### config.mk
export PLATFORM = sky130hd
export DESIGN_NAME = qaar_angle
export DESIGN_NICKNAME = d
export VERILOG_FILES = /design/src/hdl/qaar_pkg.sv /design/src/hdl/qaar_angle.sv
export VERILOG_INCLUDE_DIRS = /design/src /design/src/hdl
export SDC_FILE = /design/constraint.sdc
export NUM_CORES = 1
export LEC_CHECK = 0
export ABC_AREA = 1
export BUFFER_PORTS_ARGS = -buffer_cell sky130_fd_sc_hd__buf_2
export CAP_MARGIN = 20
export CORE_MARGIN = 5
export CORE_UTILIZATION = 55
export CTS_BUF_LIST = sky130_fd_sc_hd__clkbuf_16
export DETAILED_ROUTE_END_ITERATION = 12
export GPL_TIMING_DRIVEN = 0
export PLACE_DENSITY = 0.77
export SLEW_MARGIN = 20
export SYNTH_ARGS = -nofsm -noshare
export SYNTH_HDL_FRONTEND = slang
export SYNTH_SLANG_ARGS = --single-unit
### constraint.sdc
create_clock -name clk -period 9.65 [get_ports clk]
set_clock_uncertainty 0.2 [all_clocks]
set_input_delay 1.93 -clock clk [delete_from_list [all_inputs] [get_ports clk]]
set_output_delay 1.93 -clock clk [all_outputs]
set_load 0.01 [all_outputs]
### src/hdl/quaternion_axis_angle_rotate_macros.svh
// ----------------------------------------------------------------------------
// Assertion macros for the quaternion rotate block
// Each check uses the clk and rst of the module that includes this header.
// ----------------------------------------------------------------------------
`ifndef QUATERNION_AXIS_ANGLE_ROTATE_MACROS_SVH
`define QUATERNION_AXIS_ANGLE_ROTATE_MACROS_SVH

`ifndef NO_ASSERTIONS
// condition holds in the same cycle
`define QAAR_ASSERT_NOW(lbl, cond) \
  lbl: assert property (@(posedge clk) disable iff (rst) (cond)) \
    else $error("assertion failed");
// consequent holds in the cycle after the antecedent
`define QAAR_ASSERT_NEXT(lbl, ante, cons) \
  lbl: assert property (@(posedge clk) disable iff (rst) (ante) |=> (cons)) \
    else $error("assertion failed");
`else
`define QAAR_ASSERT_NOW(lbl, cond)
`define QAAR_ASSERT_NEXT(lbl, ante, cons)
`endif

`endif

### src/hdl/qaar_pkg.sv
// ----------------------------------------------------------------------------
// qaar_pkg
// Shared constants, types and the CORDIC angle table.
// ----------------------------------------------------------------------------
package qaar_pkg;

  // CORDIC iteration count, 8 to 24
  localparam int CORDIC_STEPS = 16;

  // CORDIC datapath width: Q2.30 plus headroom
  localparam int CW = 34;
  // quaternion component width (Q.24) and first product width (Q16.16)
  localparam int AW = 28;
  localparam int PW = 38;

  // start value of x, 1/gain in Q2.30
  localparam logic signed [CW-1:0] CORDIC_GAIN = 34'sd652032874;

  // reciprocals of 45: coarse one for mag/45, fine one for the remainder part
  localparam logic [17:0] INV45_COARSE = 18'd186414;
  localparam logic [26:0] INV45_FINE   = 27'd95443718;
  localparam logic [5:0]  DEG_DIV      = 6'd45;

  typedef logic signed [CW-1:0] cord_t;
  typedef logic signed [AW-1:0] qa_t;
  typedef logic signed [PW-1:0] qp_t;

  // vector and axis riding along with the angle
  typedef struct packed {
    logic signed [31:0] vx;
    logic signed [31:0] vy;
    logic signed [31:0] vz;
    logic signed [15:0] ax;
    logic signed [15:0] ay;
    logic signed [15:0] az;
  } qaar_side_t;

  // atan(2^-i) as a binary angle, full circle = 2^32
  function automatic logic [31:0] atan_bam(input int idx);
    logic [31:0] val;
    case (idx)
      0:       val = 32'h20000000;
      1:       val = 32'h12E4051E;
      2:       val = 32'h09FB385B;
      3:       val = 32'h051111D4;
      4:       val = 32'h028B0D43;
      5:       val = 32'h0145D7E1;
      6:       val = 32'h00A2F61E;
      7:       val = 32'h00517C55;
      8:       val = 32'h0028BE53;
      9:       val = 32'h00145F2F;
      10:      val = 32'h000A2F98;
      11:      val = 32'h000517CC;
      12:      val = 32'h00028BE6;
      13:      val = 32'h000145F3;
      14:      val = 32'h0000A2FA;
      15:      val = 32'h0000517D;
      16:      val = 32'h000028BE;
      17:      val = 32'h0000145F;
      18:      val = 32'h00000A30;
      19:      val = 32'h00000518;
      20:      val = 32'h0000028C;
      21:      val = 32'h00000146;
      22:      val = 32'h000000A3;
      23:      val = 32'h00000051;
      default: val = 32'h00000000;
    endcase
    return val;
  endfunction

endpackage

### src/hdl/qaar_angle.sv
// ----------------------------------------------------------------------------
// qaar_angle
// Degrees to half-angle binary angle, folded into +/-90 degrees. Three stages.
// ----------------------------------------------------------------------------
`include "quaternion_axis_angle_rotate_macros.svh"

module qaar_angle import qaar_pkg::*; (
  input  logic               clk,
  input  logic               rst,
  input  logic               adv,
  input  logic               in_valid,
  input  logic signed [16:0] angle_deg,
  input  qaar_side_t         side_in,
  output logic               valid,
  output cord_t              z,
  output logic               neg,
  output qaar_side_t         side
);

  // stage 1: magnitude and coarse quotient mag/45
  logic signed [17:0] ang_ext;
  logic signed [17:0] mag_s;
  logic [16:0]        mag;
  logic [34:0]        q_prod;
  logic               v1;
  logic [16:0]        mag1;
  logic [10:0]        q1;
  logic               sgn1;
  qaar_side_t         side1;

  always_comb begin
    ang_ext = 18'(angle_deg);
    mag_s   = angle_deg[16] ? -ang_ext : ang_ext;
    mag     = mag_s[16:0];
    q_prod  = 35'(mag) * 35'(INV45_COARSE);
  end

  always_ff @(posedge clk) begin
    if (rst) begin
      v1 <= 1'b0;
    end else if (adv) begin
      v1 <= in_valid;
    end
  end

  always_ff @(posedge clk) begin
    if (adv) begin
      mag1  <= mag;
      q1    <= q_prod[33:23];
      sgn1  <= angle_deg[16];
      side1 <= side_in;
    end
  end

  // stage 2: hb = q*2^21 + round(r*2^21/45), i.e. round(mag*2^24/360)
  logic [16:0] rem_full;
  logic [5:0]  rem;
  logic [26:0] num;
  logic [53:0] f_prod;
  logic [20:0] frac;
  logic [31:0] hb;
  logic        v2;
  logic [31:0] hb2;
  logic        sgn2;
  qaar_side_t  side2;

  always_comb begin
    rem_full = mag1 - 17'(17'(q1) * 17'(DEG_DIV));
    rem      = rem_full[5:0];
    num      = {rem, 21'd0} + 27'd22;
    f_prod   = 54'(num) * 54'(INV45_FINE);
    frac     = f_prod[52:32];
    hb       = {q1, 21'd0} + 32'(frac);
  end

  always_ff @(posedge clk) begin
    if (rst) begin
      v2 <= 1'b0;
    end else if (adv) begin
      v2 <= v1;
    end
  end

  always_ff @(posedge clk) begin
    if (adv) begin
      hb2   <= hb;
      sgn2  <= sgn1;
      side2 <= side1;
    end
  end

  // stage 3: apply sign, fold quadrants 1 and 2 by a half turn
  logic [31:0] t;
  logic        fold;
  logic [31:0] tf;

  always_comb begin
    t    = sgn2 ? (32'd0 - hb2) : hb2;
    fold = t[31] ^ t[30];
    tf   = {t[31] ^ fold, t[30:0]};
  end

  always_ff @(posedge clk) begin
    if (rst) begin
      valid <= 1'b0;
    end else if (adv) begin
      valid <= v2;
    end
  end

  always_ff @(posedge clk) begin
    if (adv) begin
      z    <= CW'($signed(tf));
      neg  <= fold;
      side <= side2;
    end
  end

  // checks
  `QAAR_ASSERT_NEXT(a_valid_moves, v1 && adv, v2)
  `QAAR_ASSERT_NOW(a_fold_range, !valid || z[CW-1:30] == '0 || z[CW-1:30] == '1)

endmodule

==> impl_results.md, run 1 <==
- GRT Total Usage: 21.9%
- Sequential element share of the synthesized area: about 60%
- PortBufs: 344
- Dpl ws: 1.11 ns
- Mean Syn Cell Area: roughly 13 sq um
- Top delay family on crit path: adder cells
- Nets@finish: 2901
- Cts hold-fix bufs: 0
- Die Y: 227 microns
- CTS Buf Count: 49
- Clock Tree Root: clkbuf_16
- Placed insts: slightly below 3000
- HPWL after detailed placement: 44800 microns
- YS warnings: 0
- Synth top area cells: edfxtp_1 60%, ha_1 13%, fa_1 8.4%
- Mux share of post-synthesis cell area: 0%
- Clk buf depth: 3
- Kind of start point of the critical path: flop
- Syn Inst Count: 1966
- Async SR Flop Fraction: 0%
- Crit path kind: flop to flop
- Layout cells sized above 1: 19.3%
- Fin. max-slew vios: 0
- Top FF cell, synth: edfxtp_1
- Number of max-cap violations: 0
- Outcome: completed
- DRT iter0 DRCs: 1057
- IO Pins: 345
- Final setup viols: 0
- Total Routed Length: 57700 microns
- GP Congestion: about 0.9
- Final cycle utilization of the critical path: 83.3%
- Slew @ Worst Pin: 0.934 ns
- Post-synth EDFFs: between 500 and 600
- Worst Slack Setup Final: 1.61 ns
- Worst EP arrival: 8.15 ns
- Number of gates resized after cts: 0
- Critical Path Slowest Stage Cell: fa_1
- Vias in the first global route: between 15000 and 20000
- Post-Layout Cell Count: 3021
- Synthesized flop and latch total: between 500 and 600
- Post-synthesis net count: between 2000 and 3000
- # DRC: 0
- Vias per cell: 5.13
- Worst Setup End Kind: flop
- Period minus WS final: 8.04 ns
- Compound-Gate Fraction of Synth Area: 2.94%
- Layout Utilization: 65.0%
- DRT Pass-1 Iters: 5
- Post-synthesis xor/xnor area fraction: ~2.3%
- Post-synth cell types: 43
- Slew margin rel.: 37.5%
- Main combinational cell family by area after synthesis: adder cells
- Gr ovfl total: 0
- Final hold violations: 0
- Synth top area share: 59.8%
- Synth-to-Final Area Change: 16.8%
- Per-cell routed wire length: 19.1 microns
- # H-tree levels: 2
- TritonCTS clock tree: yes
- Core area: about 47000 sq um
- WP data required: approximately 9.8 ns
- Cell area after placement: around 29000 sq um
- Clock transition at path regs: 0.06 ns
- Worst min path class: flop to flop
- # Post-CTS Setup Buffers: 0
- Post-route cell area: 30300 sq um
- Starting Density: 55.7%
- Worst Path Buf+Inv: 5
- Worst-path fanout max: 6
- Die width: ~230 microns
- Cell area after synthesis: ~26000 sq um
- Vias: 15500
- First-pass GRT wire length: 87100 microns
- Area share of and/or/nand/nor cells after synthesis: under 10%
- Total clock sinks: 519
- Die ar.: 51600 sq um
- Initial antenna violation count: 8
- Pin count of the biggest net entering global routing: ~110
- Post-route ant nets: 0
- Slowest cell delay on critical path: 0.52 ns
- Leading area contributor after synthesis: edfxtp_1
- Skew-Pair Late Insertion Delay: ~0.58 ns
- Post-Synth Adder-Cell Area: a little over a fifth
- Top cell by count, worst path: ha_1
- F_max: 124 MHz
- RSZ-0062 raised after global routing: no
- Floorplan row count: 79
==> cell families (layout without fill, tap and decap cells) <==
logic type	after synthesis	after routing
fa+ha+maj	370	370
flops	519	519
simple gates	531	531
buf+inv	342	781
compound gates	136	136
other cells	0	9
xor+xnor	68	68
==> cells in the mapped netlist, types with 5 or more instances <==
library cell and count:
o21ai_0 36, nand3_1 78, inv_2 11, xnor2_1 13, a21oi_1 65, xor2_1 55, ha_1 261, o21bai_1 8
nor2_2 5, inv_1 325, fa_1 109, o21ai_1 6, nand4_1 12, a21o_1 8, nand2_1 276, edfxtp_1 516
nor2_1 112, nor3_1 19, nand2_2 7
==> registers in the layout, indices dropped and copies added, names as in the netlist, 6 cells and up <==
name,cells
side1,144
side2,144
side,144
hb2,32
z,32
q1,11
mag1,6
==> through the flow <==
step,TNS [ns],hold slack (ns)
after floorplan,0,0.200
after global placement,-362.04,0.200
after detailed placement,0,0.205
after CTS,0,0.195
after global routing,0,0.207
final,0,0.197
==> worst register-to-register path, delay by kind of cell (launching register included) <==
family | cells | cell delay [ns]
adders and majority gates | 13 | 4.62
and+or+nand+nor | 9 | 1.12
AOI/OAI and AO/OA | 4 | 0.81
buffers and inverters | 5 | 0.62
DFF | 1 | 0.44
==> layout by cell type (no fill, tap or decap), types with 9 or more instances in the layout <==
| cell | netlist | layout |
|---|---|---|
| edfxtp_1 | 516 | 516 |
| buf_2 | 3 | 346 |
| inv_1 | 325 | 332 |
| nand2_1 | 276 | 276 |
| ha_1 | 261 | 261 |
| nor2_1 | 112 | 112 |
| fa_1 | 109 | 109 |
| nand3_1 | 78 | 78 |
| a21oi_1 | 65 | 65 |
| xor2_1 | 55 | 55 |
| clkbuf_16 | 0 | 49 |
| o21ai_0 | 36 | 35 |
| nor3_1 | 19 | 19 |
| xnor2_1 | 13 | 13 |
| nand4_1 | 12 | 12 |
| inv_2 | 11 | 11 |
| diode_2 | 0 | 9 |
| clkinv_2 | 0 | 9 |
| bufinv_16 | 0 | 9 |
==> per-layer routing <==
| layer | GRT usage (%) | vias up | part of all wire (%) |
|---|---|---|---|
| met2 | 37.6 | 484 | 49 |
| met5 | 0 | - | 0.073 |
| met1 | 29.6 | 7412 | 41 |
| met4 | 5.42 | 6 | 2.3 |
| met3 | 3.66 | 81 | 7.1 |
| li1 | - | 7503 | - |
==> worst paths after layout <==
check,depth (start not counted),start,end,slack (ns)
max,31,q1[2],hb2[13],1.61
min,0,side1[58],side2[58],0.20
min reg2reg,0,side1[58],side2[58],0.20
max reg2reg,31,q1[2],hb2[13],1.61
==> area by class of cell <==
class / count / area (sq um)
diodes: 9 / 22.5
plain buffers: 6 / 33.8
clock buffers: 49 / 1230
clock inverters: 41 / 472
fillers: 3363 / 16300
inverters: 336 / 1260
multi-input cells: 1105 / 9070
flip-flops and latches: 519 / 15600
well taps: 607 / 759
repair buffers: 349 / 1870
Power of run 1 is left out: the tool's default activity adds up to more than one toggle a clock period on the data nets, which glitch-free logic cannot reach.
==> run 2, diff against run 1 <==
ABC_AREA = 0   (was 1)
clock period = 8 ns   (was 9.65 ns; I/O delays follow)
==> run 2 against run 1 <==
Routed wire length fell by 16%. Non-clock buffer count rose by 28. Via count fell by 18%. Count of clock-buffer cells in the layout grew 2. Cell count down 18%. First-iteration DRC count down 20%. Utilization grew 1.7 points. Highest routed layer unchanged.
==> impl_results.md, run 2 <==
- Synth top area share: 64.5% (+4.8 points)
- Slew @ Worst Pin: 0.785 ns (-0.149 ns)
- Slew margin rel.: 47.3% (+9.8 points)
- Worst EP arrival: 7.87 ns (-0.28 ns)
- Post-synth EDFFs: 516 (unchanged)
- PortBufs: 344 (unchanged)
- Worst min path class: flop to flop
- Commonest cells in the netlist: 516 x edfxtp_1, 261 x ha_1, 209 x inv_1
- F_max: between 100 and 150 MHz
- CTS Buf Count: 50 (+2.0%)
- Clock transition at path regs: 0.06 ns (about the same)
- Skew-Pair Late Insertion Delay: 0.57 ns (about the same)
- R2R Path End: hb2[20]
- GRT Total Usage: 20.0% (-1.9 points)
- Vias: 12600 (-18%)
- Hold_sp: q1[8]
- Outcome: completed
- Layout cells sized above 1: 27.0% (+7.7 points)
- Most frequent cells in the layout: 516 x edfxtp_1, 342 x buf_2, 255 x ha_1
- Hold depth: 0 (unchanged)
- Synth top area cells: edfxtp_1 65%, ha_1 14%, fa_1 9.1%
- Crit path kind: primary input to flop
- # H-tree levels: 2 (unchanged)
- Number of max-cap violations: 0 (unchanged)
- Synthesized flop and latch total: 519 (unchanged)
- Mean Syn Cell Area: 17.0 sq um (+29%)
- Worst reg2reg path startpoint: q1[2]
- Initial antenna violation count: 12 (+4)
- Worst Setup End Kind: flop
- Synth-to-Final Area Change: 20.0%
- Worst Slack Setup Final: 0.239 ns (-1.37 ns)
- Async SR Flop Fraction: 0% (unchanged)
- Per-cell routed wire length: 19.5 microns (+2.2%)
- Cts hold-fix bufs: 0 (unchanged)
- Pin count of the biggest net entering global routing: 116 (+3.6%)
- HPWL after detailed placement: 35500 microns (-21%)
- Final hold violations: 0 (unchanged)
- Post-synthesis net count: 1949 (-22%)
- Hold path endpoint: hb2[29]
- Period minus WS final: 7.76 ns
- Clk buf depth: 3 (unchanged)
- YS warnings: 0 (unchanged)
- Total Routed Length: 48200 microns (-16%)
- # DRC: 0 (unchanged)
- IO Pins: 345 (unchanged)
- Cell area after synthesis: 24000 sq um (-7.4%)
- Nets@finish: 2377 (-18%)
- Leading area contributor after synthesis: edfxtp_1
- Sequential element share of the synthesized area: 64.8% (+4.8 points)
- Fin. max-slew vios: 0 (unchanged)
- Total clock sinks: 519 (unchanged)
- Clock Tree Root: clkbuf_16
- Post-route ant nets: 0 (unchanged)
- Syn Inst Count: 1414 (-28%)
- Floorplan row count: 76 (-3.8%)
- Kind of start point of the critical path: primary input
- Starting Density: 55.6% (-0.069 points)
- Die ar.: 47900 sq um (-7.1%)
- Vias per cell: 5.11 (-0.30%)
- Final cycle utilization of the critical path: between 90% and 100%
- Depth of the worst register-to-register path: 26 (-16%)
- Die width: 219 microns (-3.6%)
- Top flop regs: side1: 144 flops, side2: 144 flops, side: 144 flops
- DRT iter0 DRCs: 849 (-20%)
- WP data required: 8.11 ns (-1.65 ns)
- Core area: 43200 sq um (-7.3%)
- Most common cell after layout, fill and taps aside: edfxtp_1
- TritonCTS clock tree: yes
- Dpl ws: -1.09 ns (-2.20 ns)
- Top FF cell, synth: edfxtp_1
- DRT Pass-1 Iters: 5 (unchanged)
- Worst-path fanout max: 5 (-1)
- Final setup viols: 0 (unchanged)
- Post-synth cell types: 53 (+23%)
- First-pass GRT wire length: 73800 microns (-15%)
- GP Congestion: 0.889 (-4.2%)
- Die Y: 219 microns (-3.6%)
- Most common cell in the netlist: edfxtp_1
- Vias in the first global route: 13100 (-16%)
- Gr ovfl total: 0 (unchanged)
- Setup slack, reg-to-reg: 0.33 ns (-1.28 ns)
==> run 2: cell count changes after synthesis, sizes merged, moves of 11 or more <==
cell,before,now
nand2,283,27
nand3,80,7
or3,0,13
a21oi,66,24
xor2,55,19
inv,336,209
xnor2,13,82
o21ai,42,24
nor3,22,8
nor2,118,15
o31ai,2,13
==> run 2: area by class of cell <==
cell class,count,area (sq um)
tap,585,732
clock buffer,51,1280
timing repair buffer,377,2090
inverter,209,787
antenna,6,15.0
fill,3008,14400
clock inverter,41,318
multi-input combinational,679,8000
sequential,519,15600
buffer,6,31.3
==> run 2: timing repair <==
action,CTS,global route
resized for setup,17,34
setup buffers,7,21
pin swaps,5,19
endpoints found under the setup margin,19,17
==> run 2: through the flow <==
stage               hold WS (ns)  setup TNS [ns]  area (sq um)  utilization [%]  cells
floorplan                  0.200               0         24100                -   1414
global placement           0.200        -1098.60         26500             61.5   2343
detailed placement         0.205          -11.26         26700             61.8   2348
CTS                        0.210               0         28500             65.9   2447
global route               0.208         -0.0702         28800             66.7   2470
finish                     0.202               0         28800             66.7   2473
==> run 2: cell families (layout without fill, tap and decap cells) <==
kind of cell	Yosys count	in the layout	share of synthesized area, %
flip-flops	519	519	64.8
adder cells (fa/ha/maj)	370	370	22.7
buffers and inverters	216	684	3.41
AND/OR/NAND/NOR	105	105	2.44
XOR/XNOR	101	101	3.72
AO/OA/AOI/OAI	100	100	2.82
multiplexers	3	3	0.125
other	0	6	0
==> run 2: worst max path at each step <==
stage                        from      to  slack (ns)  cells past startpoint
CTS                  angle_deg[5]  q1[10]       0.002                     21
detailed placement  angle_deg[16]  q1[10]       -1.09                     25
finish               angle_deg[4]  q1[10]        0.24                     26
global route         angle_deg[0]  q1[10]       -0.03                     25
floorplan            angle_deg[5]  q1[10]        0.02                     25
global placement              adv      v1       -2.29                      3
==> run 2: per-layer routing <==
metal | routed length (microns) | part of all wire (%) | vias up | GRT usage [%]
met2 | 24600 | 51 | 331 | 34.9
met1 | 19300 | 40 | 6271 | 25.7
met5 | 92 | 0.19 | - | 0
met4 | 969 | 2.0 | 14 | 5.09
met3 | 3190 | 6.6 | 69 | 4.68
li1 | - | - | 5954 | -
==> run 2: worst max-delay path: stages <==
cell and delay (ns):
buf_2 0.15, or4_4 0.53, or4_4 0.47, nand2_4 0.10, xnor2_4 0.08, ha_4 0.29, inv_4 0.05, fa_1 0.47
inv_1 0.05, fa_1 0.47, inv_1 0.05, fa_1 0.47, inv_1 0.05, fa_1 0.49, inv_1 0.06, fa_1 0.51
inv_2 0.05, ha_4 0.27, nand2_4 0.05, a2111oi_4 0.41, o211ai_1 0.18, o21ai_2 0.34, a211oi_2 0.15, o31ai_2 0.31
a21oi_2 0.10, xnor2_1 0.12
Power of run 2 is left out for the same reason.
